==> config.mk <==
export PLATFORM = sky130hd
export DESIGN_NAME = mapid_queue
export DESIGN_NICKNAME = d
export VERILOG_FILES = /design/src/rtl/mapid_pkg.sv /design/src/rtl/mapid_queue.sv
export SDC_FILE = /design/constraint.sdc
export NUM_CORES = 1
export LEC_CHECK = 0
export ABC_AREA = 1
export BUFFER_PORTS_ARGS = -buffer_cell sky130_fd_sc_hd__buf_2
export CELL_PAD_IN_SITES_DETAIL_PLACEMENT = 1
export CELL_PAD_IN_SITES_GLOBAL_PLACEMENT = 1
export CORE_UTILIZATION = 35
export DETAILED_ROUTE_END_ITERATION = 10
export HOLD_SLACK_MARGIN = 0.12
export PLACE_DENSITY_LB_ADDON = 0.08
export SLEW_MARGIN = 20
export SYNTH_ARGS = -nofsm -noshare
export SYNTH_HDL_FRONTEND = slang
export SYNTH_SLANG_ARGS = --single-unit
export TNS_END_PERCENT = 50
==> constraint.sdc <==
create_clock -name clk -period 2.3 [get_ports clk]
set_clock_uncertainty 0.15 [all_clocks]
set_input_delay 0.115 -clock clk [delete_from_list [all_inputs] [get_ports clk]]
set_output_delay 0.115 -clock clk [all_outputs]
set_load 0.02 [all_outputs]
==> src/rtl/mapid_pkg.sv <==
// Shared types and constants for the moving-average PID heater controller.
// No dependencies; every other file in rtl/ imports this package.
package mapid_pkg;

  // Default geometry of the averaging window and the sample word.
  localparam int DEF_WINDOW      = 500;
  localparam int DEF_SAMPLE_BITS = 16;

  // Depth of the queue between the front end and the back end.
  localparam int Q_DEPTH = 4;

  // Configuration port geometry.
  localparam int CFG_DATA_BITS  = 16;
  localparam int CFG_INDEX_BITS = 3;

  // Result field widths.
  localparam int AVG_BITS   = 16;
  localparam int DRIVE_BITS = 13;

  // The 0.2 degC margin in units of 1/64 degC, rounded.
  localparam int MARGIN_UNITS = 13;

  // Full-on heater drive code.
  localparam logic [DRIVE_BITS-1:0] DRIVE_FULL = 13'd4096;

  // Configuration register indexes.
  typedef enum logic [CFG_INDEX_BITS-1:0] {
    CFG_SETPOINT   = 3'd0,
    CFG_P_GAIN     = 3'd1,
    CFG_I_GAIN     = 3'd2,
    CFG_D_GAIN     = 3'd3,
    CFG_PID_PERIOD = 3'd4
  } cfg_index_t;

  // Configuration reset values.
  localparam logic [7:0]  RST_SETPOINT   = 8'd40;
  localparam logic [15:0] RST_P_GAIN     = 16'd4096;
  localparam logic [15:0] RST_I_GAIN     = 16'd205;
  localparam logic [15:0] RST_D_GAIN     = 16'd819;
  localparam logic [7:0]  RST_PID_PERIOD = 8'd25;

  // Classification of one sample, decided by the front end.
  typedef struct packed {
    logic avg_valid;
    logic do_pid;
  } item_flags_t;

  // Controller settings seen by the back end.
  typedef struct packed {
    logic [7:0]  setpoint;
    logic [15:0] p_gain;
    logic [15:0] i_gain;
    logic [15:0] d_gain;
  } pid_cfg_t;

endpackage

==> src/rtl/mapid_queue.sv <==
// Short queue that decouples the front end from the back end.
// Depends on mapid_pkg for the default depth.
module mapid_queue
  import mapid_pkg::*;
#(
  parameter int WIDTH = 8,
  parameter int DEPTH = Q_DEPTH,
  localparam int PW   = $clog2(DEPTH),
  localparam int CW   = $clog2(DEPTH + 1)
) (
  input  logic             clk,
  input  logic             rst_n,
  input  logic             push,
  input  logic [WIDTH-1:0] push_data,
  input  logic             pop,
  output logic [WIDTH-1:0] pop_data,
  output logic [CW-1:0]    count
);

  localparam logic [PW-1:0] LAST_PTR = PW'(DEPTH - 1);

  logic [WIDTH-1:0] entries [DEPTH];
  logic [PW-1:0]    wr_ptr_r;
  logic [PW-1:0]    rd_ptr_r;
  logic [CW-1:0]    count_r;

  assign pop_data = entries[rd_ptr_r];
  assign count    = count_r;

  // Entry storage.
  always_ff @(posedge clk) begin
    if (push) begin
      entries[wr_ptr_r] <= push_data;
    end
  end

  // Pointers and fill count.
  always_ff @(posedge clk) begin
    if (!rst_n) begin
      wr_ptr_r <= '0;
      rd_ptr_r <= '0;
      count_r  <= '0;
    end else begin
      if (push) begin
        wr_ptr_r <= (wr_ptr_r == LAST_PTR) ? '0 : wr_ptr_r + 1'b1;
      end
      if (pop) begin
        rd_ptr_r <= (rd_ptr_r == LAST_PTR) ? '0 : rd_ptr_r + 1'b1;
      end
      if (push && !pop) begin
        count_r <= count_r + 1'b1;
      end else if (pop && !push) begin
        count_r <= count_r - 1'b1;
      end
    end
  end

endmodule

# --- Word-level counts from Yosys, hierarchy flattened ---
# Memory sizes are Yosys's and may differ from the RTL's. A register that Yosys moved wholly into a read port is not among the register bits.
# Index checks and enable logic that the tools add are counted.
totals:
  mem_bits_rw: 32
  mem_count: 1
  ff_bits: 7
  out_inout_bits: 11
  input_bits: 12
memory_table:
  columns: ["name", "words", "width", "read_ports", "rd_ports_with_merged_regs", "write_ports", "line", "source"]
  rows:
  - ["entries", 4, 8, 1, 1, 1, "mapid_queue.sv:22", "logic [WIDTH-1:0] entries [DEPTH];"]
op_classes:
  n_eq_ne: 2
  add_sub_neg: 4
  muxes: 8
  reduce_logical: 5
op_table:
  columns: ["op", "n"]
  rows:
  - ["2-bit 2-to-1 mux", 4]
  - ["3-bit 2-to-1 mux", 2]
  - ["2-bit by 1-bit adder with 2-bit output, second input constant", 2]
  - ["2-bit == test, second input constant", 2]
  - ["3-bit by 1-bit adder with 3-bit output, second input constant", 1]
  - ["3-bit by 1-bit subtractor with 3-bit output, second input constant", 1]
  - ["1-bit logical AND", 2]
  - ["1-bit logical NOT", 2]
  - ["1-bit 2-to-1 mux", 2]
  - ["2-bit nonzero test", 1]

# --- Longest topological paths before layout ---
depth:
  depth_word: 4
  depth_mapped: 10
  depth_no_buf: 10

# --- Worst setup path before layout ---
# Ideal clock, no wire load.
synth_timing:
  path_type: "register to register"
  from: "reg count_r[0] (netlist: count[0])"
  to: "reg count_r[2] (netlist: count[2])"
  arrival_time_ns: 1.113
  path_slack_ns: 0.927
  path_buffers: 0
  path_stages_with_launch: 8
  path_cell_list: "dfxtp_1 -> fa_1 -> inv_1 -> nand2_1 -> nand3_1 -> nand2_1 -> inv_1 -> nor2_1"
synth_between:
  elab_chain_cells: 3
  elab_cells_between_ends: 4
synth_rtl:
  columns: ["item", "line", "source"]
  rows:
  - ["from (decl)", "mapid_queue.sv:25", "logic [CW-1:0] count_r;"]
  - ["from (signal assigned)", "mapid_queue.sv:51", "count_r <= count_r + 1'b1;"]
  - ["from (signal assigned)", "mapid_queue.sv:53", "count_r <= count_r - 1'b1;"]
  - ["3-bit by 1-bit subtractor with 3-bit output", "mapid_queue.sv:53", null]
  - ["3-bit 2-to-1 mux", "mapid_queue.sv:52", "end else if (pop && !push) begin"]
  - ["3-bit 2-to-1 mux *", "mapid_queue.sv:50", "if (push && !pop) begin"]
# Mark *: on every way between the ends. The rest lies on a longest branch, timed or not. The select of a mux whose other input is x is not followed.
# A chain may end at the register's enable or synchronous reset.

==> summary.txt <==
Synthesis
  • Xor-xnor portion of the synthesized cell area: less than 1%
  • Cells after Synth: between 100 and 150
  • Area fraction in and, or, nand and nor cells after synthesis: between 8 and 9%
  • Average cell area after synthesis: around 12 um2
  • Mapped Nets: between 150 and 200
  • Share of cell area taken by muxes after synthesis: 0%
  • Synthesized-area fraction occupied by ao, oa, aoi and oai cells: between 10% and 20%
  • Adder-cell share of the synthesized area: 5.79%
  • Main combinational cell family by area after synthesis: compound AO/OA/AOI/OAI gates
  • Share of synthesized area occupied by flip-flops and latches: a little over two thirds
  • Number of synthesis warnings: 0
  • Flip-flop and latch count after synthesis: 41
  • Cell Area, Synth: 1640 um2
  • Synth unique cells: 19

Final layout
  • Final non-filler cell area: roughly 2000 um2
  • Net count reported at finish: 191
  • Share of cells above drive strength 1: a little over a fifth
  • Number of antenna diodes: 0
  • Final Non-Filler Cells: roughly 230
  • Area added between synthesis and finish: 24.3%
  • Fill cell count: between 400 and 500

STA
  • Final critical delay including setup and external delays: 1860 ps
  • Crit path setup slack, layout: approximately 440 ps
  • Final setup viols: 0
  • Final worst path period share: roughly four fifths
  • TNS Setup: 0 ps
  • Count of endpoints failing hold in the final timing report: 0
  • Tightest hold margin: approximately 400 ps
  • Number of max-slew violations in the final report: 0
  • Pin slew with the least headroom to its limit: about 410 ps
  • Rel. slew slack: roughly 73%
  • Unrepaired setup endpoints after global routing: no
  • Timing-limited maximum frequency: 539 MHz

Detailed routing
  • Post-DR wirelength/cell: 15.3 um
  • DRT iter0 DRCs: 29
  • Average via count per standard cell: between 4 and 5
  • Number of search-and-repair iterations in the first detailed-routing pass: 9
  • Post-route ant nets: 0
  • Final routed wirelength across all metal layers: 3430 um
  • DRC viols: 2
  • Total number of vias: around 1,100

CTS
  • Cts hold-fix bufs: 11
  • Total clock buffers created by CTS: 5
  • Post-CTS setup repair buffer count: 0
  • Clock edge transition at the registers on the reported setup and hold paths: 80 ps
  • Level count of the clock H-tree: 2
  • Count of instances resized after the clock tree is built: 0
  • Sinks on Clock Net: 41
  • CTS tree: yes
  • Clk_lat worst skew: 280 ps
  • Max Root-Sink Buffers: 2
  • Root buffer selected by CTS: sky130_fd_sc_hd__clkbuf_8

Worst setup path
  • Type of destination of the critical path: output port
  • Start-to-end type of the worst setup path: flop to output port
  • Worst EP arrival: ~1600 ps
  • Sort of element at the start of the critical path: flop
  • Critical Path Fanout Max: 16
  • Required time at the worst-slack endpoint: slightly above 2000 ps

Power and ir drop
  • Comb pwr share: about an eighth
  • Portion of total power attributed to sequential cells: 50.6%
  • Worst IR Drop VDD: 0.000282 V
  • Net Switching: 0.406 mW
  • Net Sw Frac: roughly a quarter
  • PwrDens: 840 nW/um2
  • Clock share of power: a little over a third
  • Total leakage power: between 0.8 and 0.9 nW
  • Internal power of the cells: approximately 1.3 mW

GRT
  • Total congestion overflow after global routing: 0
  • Maximum number of pins on one net before global-route repair: 17
  • GRT met2 Usage: roughly 32%
  • GRT Util Overall: between 10% and 20%
  • Met3 demand-to-capacity share in global routing: 3.46%
  • Global-route track usage on met1: between 10% and 20%
  • Vias in the first global route: 1,227
  • Wire length of the first global-routing pass: roughly 5900 um
  • GRT busiest layer: met2
  • Number of antenna violations at the first check in global routing: 0

Die
  • Starting density of the core: about 37%
  • Die outline height: 70.5 um
  • Die area: around 5000 um2
  • Placeable core region: around 4400 um2
  • Total number of placement rows: 24
  • X dimension of the die: ~70 um
  • I/O pin total: 23

Run status
  • Result of the run: finished with violations
  • Failing checks: DRC

Flow run
  • Max-cap violations: 0

Placement
  • Number of buffers inserted by port buffering: 22
  • Post-Place Worst Slack: 692 ps
  • Final Wtd Congestion: around 0.68
  • Placed insts: 206
  • Detailed Place HPWL: approximately 2300 um
  • Cell area after placement: 1800 um2

Hold path
  • Path type of the worst min-delay path: flop to flop
## synthesized netlist by cell type
cell,n,area (um2)
sky130_fd_sc_hd__edfxtp_1,32,961
sky130_fd_sc_hd__nor2_1,22,82.6
sky130_fd_sc_hd__inv_1,15,56.3
sky130_fd_sc_hd__o21ai_0,15,75.1
sky130_fd_sc_hd__dfxtp_1,9,180
sky130_fd_sc_hd__nand2_1,8,30.0
sky130_fd_sc_hd__o22ai_1,8,50.1
sky130_fd_sc_hd__ha_1,6,75.1
sky130_fd_sc_hd__a21oi_1,3,15.0
sky130_fd_sc_hd__buf_6,2,22.5
sky130_fd_sc_hd__nor2_2,2,12.5
sky130_fd_sc_hd__nor3_1,2,10.0
sky130_fd_sc_hd__o21ai_1,2,10.0
sky130_fd_sc_hd__o21ai_2,2,17.5
sky130_fd_sc_hd__fa_1,1,20.0
sky130_fd_sc_hd__inv_2,1,3.75
sky130_fd_sc_hd__nand3_1,1,5.00
sky130_fd_sc_hd__nand4_1,1,6.26
sky130_fd_sc_hd__xor2_1,1,8.76
## state kept, by name, summed over array words and instances (netlist names), named ones only
signal	flops
entries	32
count	3
rd_ptr_r	2
wr_ptr_r	2
## logic make-up after synthesis
family / count (synthesis)
AOI/OAI and AO/OA: 30
adders and majority gates: 7
xor gates and xnor gates: 1
and+or+nand+nor: 36
buffers and inverters: 18
DFF: 41
## cell usage in the layout, fill, tap and decap left out, types with 6 or more instances in the layout
master                          synthesis  final
sky130_fd_sc_hd__buf_2                  0     22
sky130_fd_sc_hd__dfxtp_1                9      9
sky130_fd_sc_hd__dlygate4sd3_1          0     11
sky130_fd_sc_hd__edfxtp_1              32     32
sky130_fd_sc_hd__ha_1                   6      6
sky130_fd_sc_hd__inv_1                 15     15
sky130_fd_sc_hd__nand2_1                8      8
sky130_fd_sc_hd__nor2_1                22     22
sky130_fd_sc_hd__o21ai_0               15     15
sky130_fd_sc_hd__o22ai_1                8      8
## path summary, 6_finish.rpt
check	start	end	slack, ps	depth (start not counted)
worst max-delay path	flop	pop_data[5]	440	4
worst min-delay path	count[1]$_SDFFE_PN0P_	count[1]$_SDFFE_PN0P_	390	2
worst max register to register	wr_ptr_r[0]$_SDFFE_PN0P_	entries[3][3]$_DFFE_PP_	830	3
worst min register to register	count[1]$_SDFFE_PN0P_	count[1]$_SDFFE_PN0P_	390	2
## area by class of cell
type	count	area (um2)	area share [%]
clock inverter	2	35.0	1.72
tap	52	65.1	3.19
inverter	16	60.1	2.94
multi-input combinational	74	418	20.5
timing repair buffer	34	228	11.2
sequential	41	1140	55.9
clock buffer	6	93.8	4.60
## metrics by stage
| step | util (%) | total power [mW] |
|---|---|---|
| 5_1_grt | 45.9 | 1.79 |
| 3_5_place_dp | 40.5 | 1.09 |
| 2_1_floorplan | - | 1.01 |
| 6_report | 45.9 | 1.72 |
| 4_1_cts | 45.9 | 1.74 |
| 3_3_place_gp | 40.5 | 1.08 |
## per-layer routing
metal  wire length (um)  part of all wire [%]
met4                 13                  0.38
met5                  0                     0
met1               1370                    40
met2               1960                    57
met3                 96                   2.8
## power by group through the flow
stage	clock, mW	sequential, mW	combinational, mW
floorplan	0	0.886	0.128
global placement	0	0.883	0.200
detailed placement	0	0.885	0.210
CTS	0.647	0.868	0.225
global route	0.668	0.873	0.250
finish	0.626	0.867	0.221
## worst max-delay path, stage by stage, from the launching register on
cell	delay, ps
sky130_fd_sc_hd__dfxtp_1	560
sky130_fd_sc_hd__inv_2	240
sky130_fd_sc_hd__o21ai_0	250
sky130_fd_sc_hd__o22ai_1	90
sky130_fd_sc_hd__buf_2	160
Power figures use the tool's default switching activity.
