<file path="src/rtl/mapid_pkg.sv">
// Shared types and constants for the moving-average PID heater controller.
// No dependencies; every other file in rtl/ imports this package.
package mapid_pkg;

  // Default geometry of the averaging window and the sample word.
  localparam int DEF_WINDOW      = 500;
  localparam int DEF_SAMPLE_BITS = 16;

  // Depth of the queue between the front end and the back end.
  localparam int Q_DEPTH = 4;

  // Configuration port geometry.
  localparam int CFG_DATA_BITS  = 16;
  localparam int CFG_INDEX_BITS = 3;

  // Result field widths.
  localparam int AVG_BITS   = 16;
  localparam int DRIVE_BITS = 13;

  // The 0.2 degC margin in units of 1/64 degC, rounded.
  localparam int MARGIN_UNITS = 13;

  // Full-on heater drive code.
  localparam logic [DRIVE_BITS-1:0] DRIVE_FULL = 13'd4096;

  // Configuration register indexes.
  typedef enum logic [CFG_INDEX_BITS-1:0] {
    CFG_SETPOINT   = 3'd0,
    CFG_P_GAIN     = 3'd1,
    CFG_I_GAIN     = 3'd2,
    CFG_D_GAIN     = 3'd3,
    CFG_PID_PERIOD = 3'd4
  } cfg_index_t;

  // Configuration reset values.
  localparam logic [7:0]  RST_SETPOINT   = 8'd40;
  localparam logic [15:0] RST_P_GAIN     = 16'd4096;
  localparam logic [15:0] RST_I_GAIN     = 16'd205;
  localparam logic [15:0] RST_D_GAIN     = 16'd819;
  localparam logic [7:0]  RST_PID_PERIOD = 8'd25;

  // Classification of one sample, decided by the front end.
  typedef struct packed {
    logic avg_valid;
    logic do_pid;
  } item_flags_t;

  // Controller settings seen by the back end.
  typedef struct packed {
    logic [7:0]  setpoint;
    logic [15:0] p_gain;
    logic [15:0] i_gain;
    logic [15:0] d_gain;
  } pid_cfg_t;

endpackage

</file>
<file path="src/rtl/mapid_back.sv">
// Back end: divides the window sum into the average, runs the PID update and
// holds the result beat in the output register. Depends on mapid_pkg.
module mapid_back
  import mapid_pkg::*;
#(
  parameter int WINDOW      = DEF_WINDOW,
  parameter int SAMPLE_BITS = DEF_SAMPLE_BITS,
  localparam int WB         = $clog2(WINDOW),
  localparam int SUM_BITS   = SAMPLE_BITS + WB,
  localparam int QW         = SUM_BITS + $bits(item_flags_t),
  localparam int QCW        = $clog2(Q_DEPTH + 1)
) (
  input  logic                         clk,
  input  logic                         rst_n,
  input  pid_cfg_t                     pid_cfg,
  input  logic [QCW-1:0]               q_count,
  input  logic [QW-1:0]                q_data,
  output logic                         pop,
  output logic                         out_valid,
  input  logic                         out_stall,
  output logic                         out_average_valid,
  output logic signed [AVG_BITS-1:0]   out_average_temperature,
  output logic                         out_drive_valid,
  output logic [DRIVE_BITS-1:0]        out_heater_drive
);

  localparam int SB         = SAMPLE_BITS;
  localparam int DIV_STEP   = 4;
  localparam int DIV_STAGES = (SB + DIV_STEP - 1) / DIV_STEP;
  localparam int E_BITS     = (SB + 2 > 16) ? SB + 2 : 16;
  localparam int ISUM_BITS  = 33;
  localparam int ACC_BITS   = ISUM_BITS + 17;
  localparam int TOT_BITS   = 46;
  localparam int AVG_OUT    = (SB < AVG_BITS) ? SB : AVG_BITS;

  localparam logic [WB:0]         W_TRIAL    = (WB + 1)'(WINDOW);
  localparam logic [SUM_BITS-1:0] DIV_OFFSET = SUM_BITS'(WINDOW) << (SB - 1);
  localparam logic [31:0]         INT_MAX    = 32'h7FFF_FFFF;
  localparam logic [31:0]         INT_MIN    = 32'h8000_0000;

  logic                        adv;
  logic [SUM_BITS-1:0]         xoff;
  item_flags_t                 q_flags;

  // Divider pipeline, stage 0 is the load stage.
  logic                        dv_r    [DIV_STAGES+1];
  item_flags_t                 df_r    [DIV_STAGES+1];
  logic [WB-1:0]               rem_r   [DIV_STAGES+1];
  logic [SB-1:0]               quo_r   [DIV_STAGES+1];
  logic [WB-1:0]               rem_nxt [DIV_STAGES];
  logic [SB-1:0]               quo_nxt [DIV_STAGES];

  // PID stage.
  logic signed [SB-1:0]        avg_c;
  logic                        pid_go;
  logic signed [E_BITS-1:0]    e_c;
  logic signed [E_BITS:0]      de_c;
  logic signed [ISUM_BITS-1:0] isum_c;
  logic signed [ACC_BITS-1:0]  acc_c;
  logic signed [ACC_BITS-1:0]  ish_c;
  logic [31:0]                 integ_nxt;
  logic signed [TOT_BITS-1:0]  pe_c;
  logic signed [TOT_BITS-1:0]  dde_c;
  logic signed [31:0]          integ_r;
  logic signed [E_BITS-1:0]    prev_r;

  logic                        p1_v_r;
  item_flags_t                 p1_flags_r;
  logic signed [SB-1:0]        p1_avg_r;
  logic signed [TOT_BITS-1:0]  p1_pe_r;
  logic signed [TOT_BITS-1:0]  p1_dde_r;
  logic signed [31:0]          p1_integ_r;

  // Output stage.
  logic signed [TOT_BITS-1:0]  tot_c;
  logic [DRIVE_BITS-1:0]       drive_c;
  logic                        out_valid_r;
  logic                        out_avg_valid_r;
  logic signed [AVG_BITS-1:0]  out_avg_r;
  logic                        out_drive_valid_r;
  logic [DRIVE_BITS-1:0]       out_drive_r;

  // The whole back end moves together whenever the output slot can take a beat.
  assign adv = !out_valid_r || !out_stall;
  assign pop = adv && (q_count != '0);

  // Offset the sum so it is never negative; the quotient's top bit then flips back.
  assign q_flags = item_flags_t'(q_data[QW-1:SUM_BITS]);
  assign xoff    = q_data[SUM_BITS-1:0] + DIV_OFFSET;

  // Restoring division by the window length, a few quotient bits per stage.
  always_comb begin : div_steps
    logic [WB:0]   trial;
    logic [WB-1:0] rem_w;
    logic [SB-1:0] quo_w;
    trial = '0;
    rem_w = '0;
    quo_w = '0;
    for (int g = 0; g < DIV_STAGES; g++) begin
      rem_w = rem_r[g];
      quo_w = quo_r[g];
      for (int k = 0; k < DIV_STEP; k++) begin
        if (g * DIV_STEP + k < SB) begin
          trial = {rem_w, quo_w[SB-1]};
          quo_w = {quo_w[SB-2:0], 1'b0};
          if (trial >= W_TRIAL) begin
            rem_w    = WB'(trial - W_TRIAL);
            quo_w[0] = 1'b1;
          end else begin
            rem_w = trial[WB-1:0];
          end
        end
      end
      rem_nxt[g] = rem_w;
      quo_nxt[g] = quo_w;
    end
  end

  // Error, integral update and the two gain products.
  always_comb begin
    avg_c  = {~quo_r[DIV_STAGES][SB-1], quo_r[DIV_STAGES][SB-2:0]};
    pid_go = dv_r[DIV_STAGES] && df_r[DIV_STAGES].do_pid;
    e_c    = {{(E_BITS - 14){1'b0}}, pid_cfg.setpoint, 6'b0}
           - {{(E_BITS - SB){avg_c[SB-1]}}, avg_c}
           + E_BITS'(MARGIN_UNITS);
    de_c   = {e_c[E_BITS-1], e_c} - {prev_r[E_BITS-1], prev_r};
    isum_c = {integ_r[31], integ_r} + {{(ISUM_BITS - E_BITS){e_c[E_BITS-1]}}, e_c};
    acc_c  = $signed({1'b0, pid_cfg.i_gain}) * isum_c;
    ish_c  = acc_c >>> 12;
    if ((&ish_c[ACC_BITS-1:31]) || !(|ish_c[ACC_BITS-1:31])) begin
      integ_nxt = ish_c[31:0];
    end else begin
      integ_nxt = ish_c[ACC_BITS-1] ? INT_MIN : INT_MAX;
    end
    pe_c   = $signed({1'b0, pid_cfg.p_gain}) * e_c;
    dde_c  = $signed({1'b0, pid_cfg.d_gain}) * de_c;
  end

  // Sum of the three terms, divided by 64 and clamped to the drive range.
  always_comb begin
    tot_c = p1_pe_r + p1_dde_r
          + {{(TOT_BITS - 44){p1_integ_r[31]}}, p1_integ_r, 12'b0};
    if (tot_c[TOT_BITS-1]) begin
      drive_c = '0;
    end else if (|tot_c[TOT_BITS-2:18]) begin
      drive_c = DRIVE_FULL;
    end else begin
      drive_c = {1'b0, tot_c[17:6]};
    end
  end

  // Valid bits and controller state.
  always_ff @(posedge clk) begin
    if (!rst_n) begin
      for (int g = 0; g <= DIV_STAGES; g++) begin
        dv_r[g] <= 1'b0;
      end
      p1_v_r      <= 1'b0;
      out_valid_r <= 1'b0;
      integ_r     <= '0;
      prev_r      <= '0;
    end else if (adv) begin
      dv_r[0] <= pop;
      for (int g = 0; g < DIV_STAGES; g++) begin
        dv_r[g+1] <= dv_r[g];
      end
      p1_v_r      <= dv_r[DIV_STAGES];
      out_valid_r <= p1_v_r;
      if (pid_go) begin
        integ_r <= integ_nxt;
        prev_r  <= e_c;
      end
    end
  end

  // Pipeline payload.
  always_ff @(posedge clk) begin
    if (adv) begin
      df_r[0]  <= q_flags;
      rem_r[0] <= xoff[SUM_BITS-1:SB];
      quo_r[0] <= xoff[SB-1:0];
      for (int g = 0; g < DIV_STAGES; g++) begin
        df_r[g+1]  <= df_r[g];
        rem_r[g+1] <= rem_nxt[g];
        quo_r[g+1] <= quo_nxt[g];
      end
      p1_flags_r <= df_r[DIV_STAGES];
      p1_avg_r   <= avg_c;
      p1_pe_r    <= pe_c;
      p1_dde_r   <= dde_c;
      p1_integ_r <= integ_nxt;
      out_avg_valid_r   <= p1_flags_r.avg_valid;
      out_avg_r         <= p1_flags_r.avg_valid ? AVG_BITS'(p1_avg_r[AVG_OUT-1:0]) : '0;
      out_drive_valid_r <= p1_flags_r.do_pid;
      out_drive_r       <= p1_flags_r.do_pid ? drive_c : '0;
    end
  end

  assign out_valid               = out_valid_r;
  assign out_average_valid       = out_avg_valid_r;
  assign out_average_temperature = out_avg_r;
  assign out_drive_valid         = out_drive_valid_r;
  assign out_heater_drive        = out_drive_r;

endmodule

</file>
<file path="config.mk">
export PLATFORM = sky130hd
export DESIGN_NAME = mapid_back
export DESIGN_NICKNAME = d
export VERILOG_FILES = /design/src/rtl/mapid_pkg.sv /design/src/rtl/mapid_back.sv
export SDC_FILE = /design/constraint.sdc
export NUM_CORES = 2
export LEC_CHECK = 0
export ABC_AREA = 1
export BUFFER_PORTS_ARGS = -buffer_cell sky130_fd_sc_hd__buf_4
export CAP_MARGIN = 10
export CORE_MARGIN = 1
export CORE_UTILIZATION = 55
export DETAILED_ROUTE_END_ITERATION = 8
export PLACE_DENSITY = 0.79
export SYNTH_ARGS = -nofsm -noshare
export SYNTH_HDL_FRONTEND = slang
export SYNTH_SLANG_ARGS = --single-unit
</file>
<file path="constraint.sdc">
create_clock -name clk -period 14.98 [get_ports clk]
set_input_delay 0.749 -clock clk [delete_from_list [all_inputs] [get_ports clk]]
set_output_delay 0.749 -clock clk [all_outputs]
set_load 0.005 [all_outputs]
</file>
# --- Word-level counts from Yosys, hierarchy flattened ---
# Memories as Yosys holds them, arrays and structs flattened.
# Index checks and enable logic that the tools add are counted.
totals:
  mem_bits_rw: 140
  output_inout_bits: 33
  inputBits: 89
  n_memories: 4
  register_bits: 225
  elab_cells: 127
memory_table:
  columns: ["name", "words", "width", "read_ports", "rd_clocked_by_memory_dff", "write_ports", "line_no", "text"]
  rows:
  - ["quo_r", 5, 16, 5, 0, 5, "mapid_back.sv:49", "logic [SB-1:0] quo_r [DIV_STAGES+1];"]
  - ["rem_r", 5, 9, 4, 0, 5, "mapid_back.sv:48", "logic [WB-1:0] rem_r [DIV_STAGES+1];"]
  - ["df_r", 5, 2, 5, 0, 5, "mapid_back.sv:47", "item_flags_t df_r [DIV_STAGES+1];"]
  - ["dv_r", 5, 1, 5, 0, 5, "mapid_back.sv:46", "logic dv_r [DIV_STAGES+1];"]
op_classes:
  n_mux: 45
  n_bitwise: 7
  reduce_logical: 14
  magnitude_cmp: 16
  add_sub_neg: 23
  n_mul: 3
ops:
  columns: ["operator", "count"]
  rows:
  - ["$ge 10x9->1 const B", 16]
  - ["$mux 9", 16]
  - ["$sub 9x9->9 const B", 16]
  - ["$add 46x46->46", 2]
  - ["$mux 32", 2]
  - ["$mul 17x33->50", 1]
  - ["$mul 17x19->36", 1]
  - ["$mul 17x18->35", 1]
  - ["$add 32x18->33", 1]
  - ["$reduce_or 29->1", 1]
  - ["$reduce_or 27->1", 1]
  - ["$mux 1", 26]
  - ["$add 25x24->25 const B", 1]
  - ["$sub 18x18->19", 1]
  - ["$add 17x5->18 const B", 1]
  - ["$sub 15x16->17", 1]
  - ["$mux 13", 1]
  - ["$reduce_and 7->1", 1]
  - ["$reduce_or 7->1", 1]
  - ["$or 1x1->1", 5]
  - ["$logic_not 1->1", 3]
  - ["$reduce_bool 3->1", 1]
  - ["$logic_and 1x1->1", 2]
  - ["$logic_or 1x1->1", 2]
  - ["other kinds (3)", 4]

# --- Depth between registers and ports, before layout ---
logic_depth:
  word_depth: 9
  ltp_mapped: 63
  mapped_depth_nobuf: 60

# --- Least setup slack after synthesis ---
# No wires, ideal clock.
synth_path:
  path_kind: "in2reg"
  startpoint: "in pid_cfg[48] in the netlist's numbering"
  endpoint: "reg p1_integ_r[20], data pin"
  stages: 51
  arrival_time_ns: 10.593
  path_slack_ns: 4.131
  t_required_ns: 14.724
  n_path_buf: 2
  path_cell_list: "ha_1 > a31oi_1 > o21ai_0 > nand2_1 > nand2_1 > a21oi_1 > inv_1 > a21oi_1 > o21ai_0 > nand2_1 > a21oi_1 > nor2_1 > inv_1 > nand2_1 > clkbuf_1 > ha_1 > a21oi_1 > nor2_1 > [... 15 more ...] > fa_1 > inv_1 > ha_1 > a21oi_1 > inv_1 > a31oi_1 > inv_1 > a21boi_0 > o21ai_0 > a21oi_1 > o21ai_0 > xor2_1 > inv_1 > nor2_1 > nand3_1 > nand3_1 > buf_2 > nand2_1"
synth_between:
  elab_chain_cells: 8
  elab_cells_between_ends: 10
synth_rtl:
  columns: ["element", "line_no", "text"]
  rows:
  - ["start: declaration", "mapid_back.sv:15", "input pid_cfg_t pid_cfg,"]
  - ["$sub 15x16->17 (*)", "mapid_back.sv:124", "- {{(E_BITS - SB){avg_c[SB-1]}}, avg_c}"]
  - ["$add 17x5->18 (*)", "mapid_back.sv:125", "+ E_BITS'(MARGIN_UNITS);"]
  - ["via e_c[17]", "mapid_back.sv:56", "logic signed [E_BITS-1:0] e_c;"]
  - ["$add 32x18->33 (*)", "mapid_back.sv:127", "isum_c = {integ_r[31], integ_r} + {{(ISUM_BITS - E_BITS){e_c[E_BITS-1]}}, e_c};"]
  - ["$mul 17x33->50 (*)", "mapid_back.sv:128", "acc_c = $signed({1'b0, pid_cfg.i_gain}) * isum_c;"]
  - ["$reduce_or 7->1", "mapid_back.sv:130", "if ((&ish_c[ACC_BITS-1:31]) || !(|ish_c[ACC_BITS-1:31])) begin"]
  - ["$logic_not 1->1", "mapid_back.sv:130", null]
  - ["$logic_or 1x1->1", "mapid_back.sv:130", null]
  - ["$mux 32 (*)", "mapid_back.sv:130", null]
  - ["via integ_nxt[20]", "mapid_back.sv:61", "logic [31:0] integ_nxt;"]
  - ["end signal: assignment", "mapid_back.sv:191", "p1_integ_r <= integ_nxt;"]
  - ["end: declaration", "mapid_back.sv:72", "logic signed [31:0] p1_integ_r;"]
# Mark *: on every way through the listed nets, which the timed path passes. The rest lies on a longest branch.
# A chain may end at the register's enable or synchronous reset.

==> impl_metrics.yaml <==
detailed_routing:
  viasPerCell: 5.433
  drtIter0Drc: 3993
  num_vias: 48464
  antenna_left: 0
  routed_wirelength_mm: 156.9
  wl_per_cell_um: 17.59
  drc: 0
  firstDrtPassIters: 6
timing:
  hold_viol: 0
  period_minus_slack_ns: 12.92
  report.final.slew_viol_count: 0
  slew_headroom: 0.2118
  fmax_mhz: 77.41
  finalClockSkew_ns: 0.02710
  worstMarginPinSlew_ns: 1.178
  setup_tns_ns: 0
  worst_slack_ns: 2.062
  period_share: 0.8623
  whs_ns: 0.3212
  grt_setup_unrepaired: "false"
  final-setup-viol-count: 0
placement:
  place_congestion: 0.9468
  post-dp-hpwl_mm: 128.2
  place_area_um2: 64080
  portBuffers: 120
  dp_slack_ns: 1.779
setup_path:
  arrival_ns: 13.40
  crit_start: "quo_r[0][71]"
  worstPathMaxFanout: 62
  critPathMaxStageDelay_ns: 0.86
  timing.rr.start: "quo_r[0][71]"
  ff2ff_path_depth: 52
  end_kind: "register"
  start_kind: "register"
  critPathMostFrequentCell: "inv_1"
  crit_type: "reg2reg"
  crit_path_top_delay_cell: "xnor2_1"
  cp.required_ns: 15.46
global_route:
  track_usage: 0.2864
  grt_antenna_before_repair: 1
  grt-ovfl-total: 0
  grt_pass1_wl_mm: 254.7
  grt_max_degree: 150
  grt_pass1_vias: 49930
clocking:
  cts_tree: "done"
  clk_pin_slew_ns: 0.06
  htree_levels: 2
  clk_latency_ns: 0.61
  cts_resized: 0
  cts-root-buf: "clkbuf_16"
  post-cts-setup-buffer-count: 0
  clock-sinks: 331
  hold_buffers: 0
  cts_buffers: 38
  clockBufferDepth: 3
yosys:
  ys_types: 60
  synth_top_area_share: 0.3661
  synthTopCellsByArea: "fa_1 (37%), edfxtp_1 (14%), inv_1 (11%), ha_1 (8.8%), nand2_1 (8.5%)"
  synthCells: 7377
  syn-cell-area_um2: 61680
  synth-seq-cells: 331
  yosys_warnings: 0
  synth_ff_type: "edfxtp_1"
  synth.most_common_cell: "inv_1"
  synth_edf_count: 279
  synth_common_cells: "inv_1 (1828), nand2_1 (1398), fa_1 (1128)"
  syn-num-nets: 9028
  syn_avg_cell_area_um2: 8.361
  ys_async_sr_fraction: 0
  synth_top_cell_by_area: "fa_1"
  seq_area_frac_synth: 0.1527
cells_and_area:
  n_antenna_cell: 0
  syn_to_final_growth_pct: 6.110
  final_nets: 9053
  drive_above_1_share: 0.05772
  final_area_um2: 65450
floorplan:
  coreArea_um2: 111000
  rows: 122
  die-area_um2: 113500
  die_w_um: 336.9
  pin_count: 122
  fp.dieH_um: 336.9
  start_util: 0.5558
worst_hold_path:
  hp-class: "in2reg"
  hp-start: "q_data[14]"
  holdPathStages: 1
run_status:
  outcome: "complete, no violations"
job:
  max-cap-violations: 0
-- final timing paths --
| check | endpoint | slack [ns] |
|---|---|---|
| worst max register to register | integ_r[5] | 2.06 |
| worst min-delay path | quo_r[0][14] | 0.32 |
| worst max-delay path | integ_r[5] | 2.06 |
| worst min register to register | quo_r[0][68] | 0.41 |
-- state kept, by name (all words and copies together), names as in the netlist, 18 cells and up --
signal,count
quo_r,76
p1_dde_r,36
rem_r,36
p1_pe_r,35
integ_r,32
p1_integ_r,32
prev_r,18
-- cell type report --
class	count	area, µm²
clock buffers	48	1080
clock inverters	22	282.8
fillers	9679	45530
inverters	1860	6982
multi-input cells	5011	44610
flip-flops and latches	331	9419
well taps	1488	1862
repair buffers	160	1214
-- worst max-delay path, delay by kind of cell, from the launching register on --
| family | cells | cell delay [ns] |
|---|---|---|
| DFF | 1 | 0.35 |
| buffers and inverters | 13 | 2.41 |
| adders and majority gates | 9 | 4.31 |
| xor gates and xnor gates | 2 | 1.19 |
| AOI/OAI and AO/OA | 11 | 1.85 |
| and+or+nand+nor | 17 | 2.64 |
-- placed cells by master (no fill, tap or decap), types with 40 or more instances in the layout --
cell type	count
nand2_1	1397
edfxtp_1	279
xnor2_1	81
buf_4	159
nand3_1	170
nor2_1	730
nand4_1	70
or2_2	62
o21ai_0	153
inv_1	1827
a21oi_1	287
nor3_1	42
ha_1	434
fa_1	1128
nand2_2	40
dfxtp_1	52
a31oi_1	47
xor2_1	155
-- cell families after synthesis --
family                   synth area share
XOR/XNOR                          0.03365
adder cells (fa/ha/maj)            0.4542
buffers and inverters              0.1244
flip-flops                         0.1527
AO/OA/AOI/OAI                     0.05546
AND/OR/NAND/NOR                    0.1796
-- per-stage QoR --
step | std cells | util
3_3_place_gp | 8849 | 0.5774
5_1_grt | 8920 | 0.5898
3_5_place_dp | 8849 | 0.5774
6_report | 8920 | 0.5898
2_1_floorplan | 7377 | -
4_1_cts | 8919 | 0.5897
-- per-layer routing --
layer,GRT usage,wire length (µm)
met4,0.1206,7617
met2,0.4606,72390
met3,0.06160,15070
met1,0.3754,61840
met5,0,0
Power is left out: the tool's default activity adds up to more than one toggle a clock period on the data nets, which glitch-free logic cannot reach.
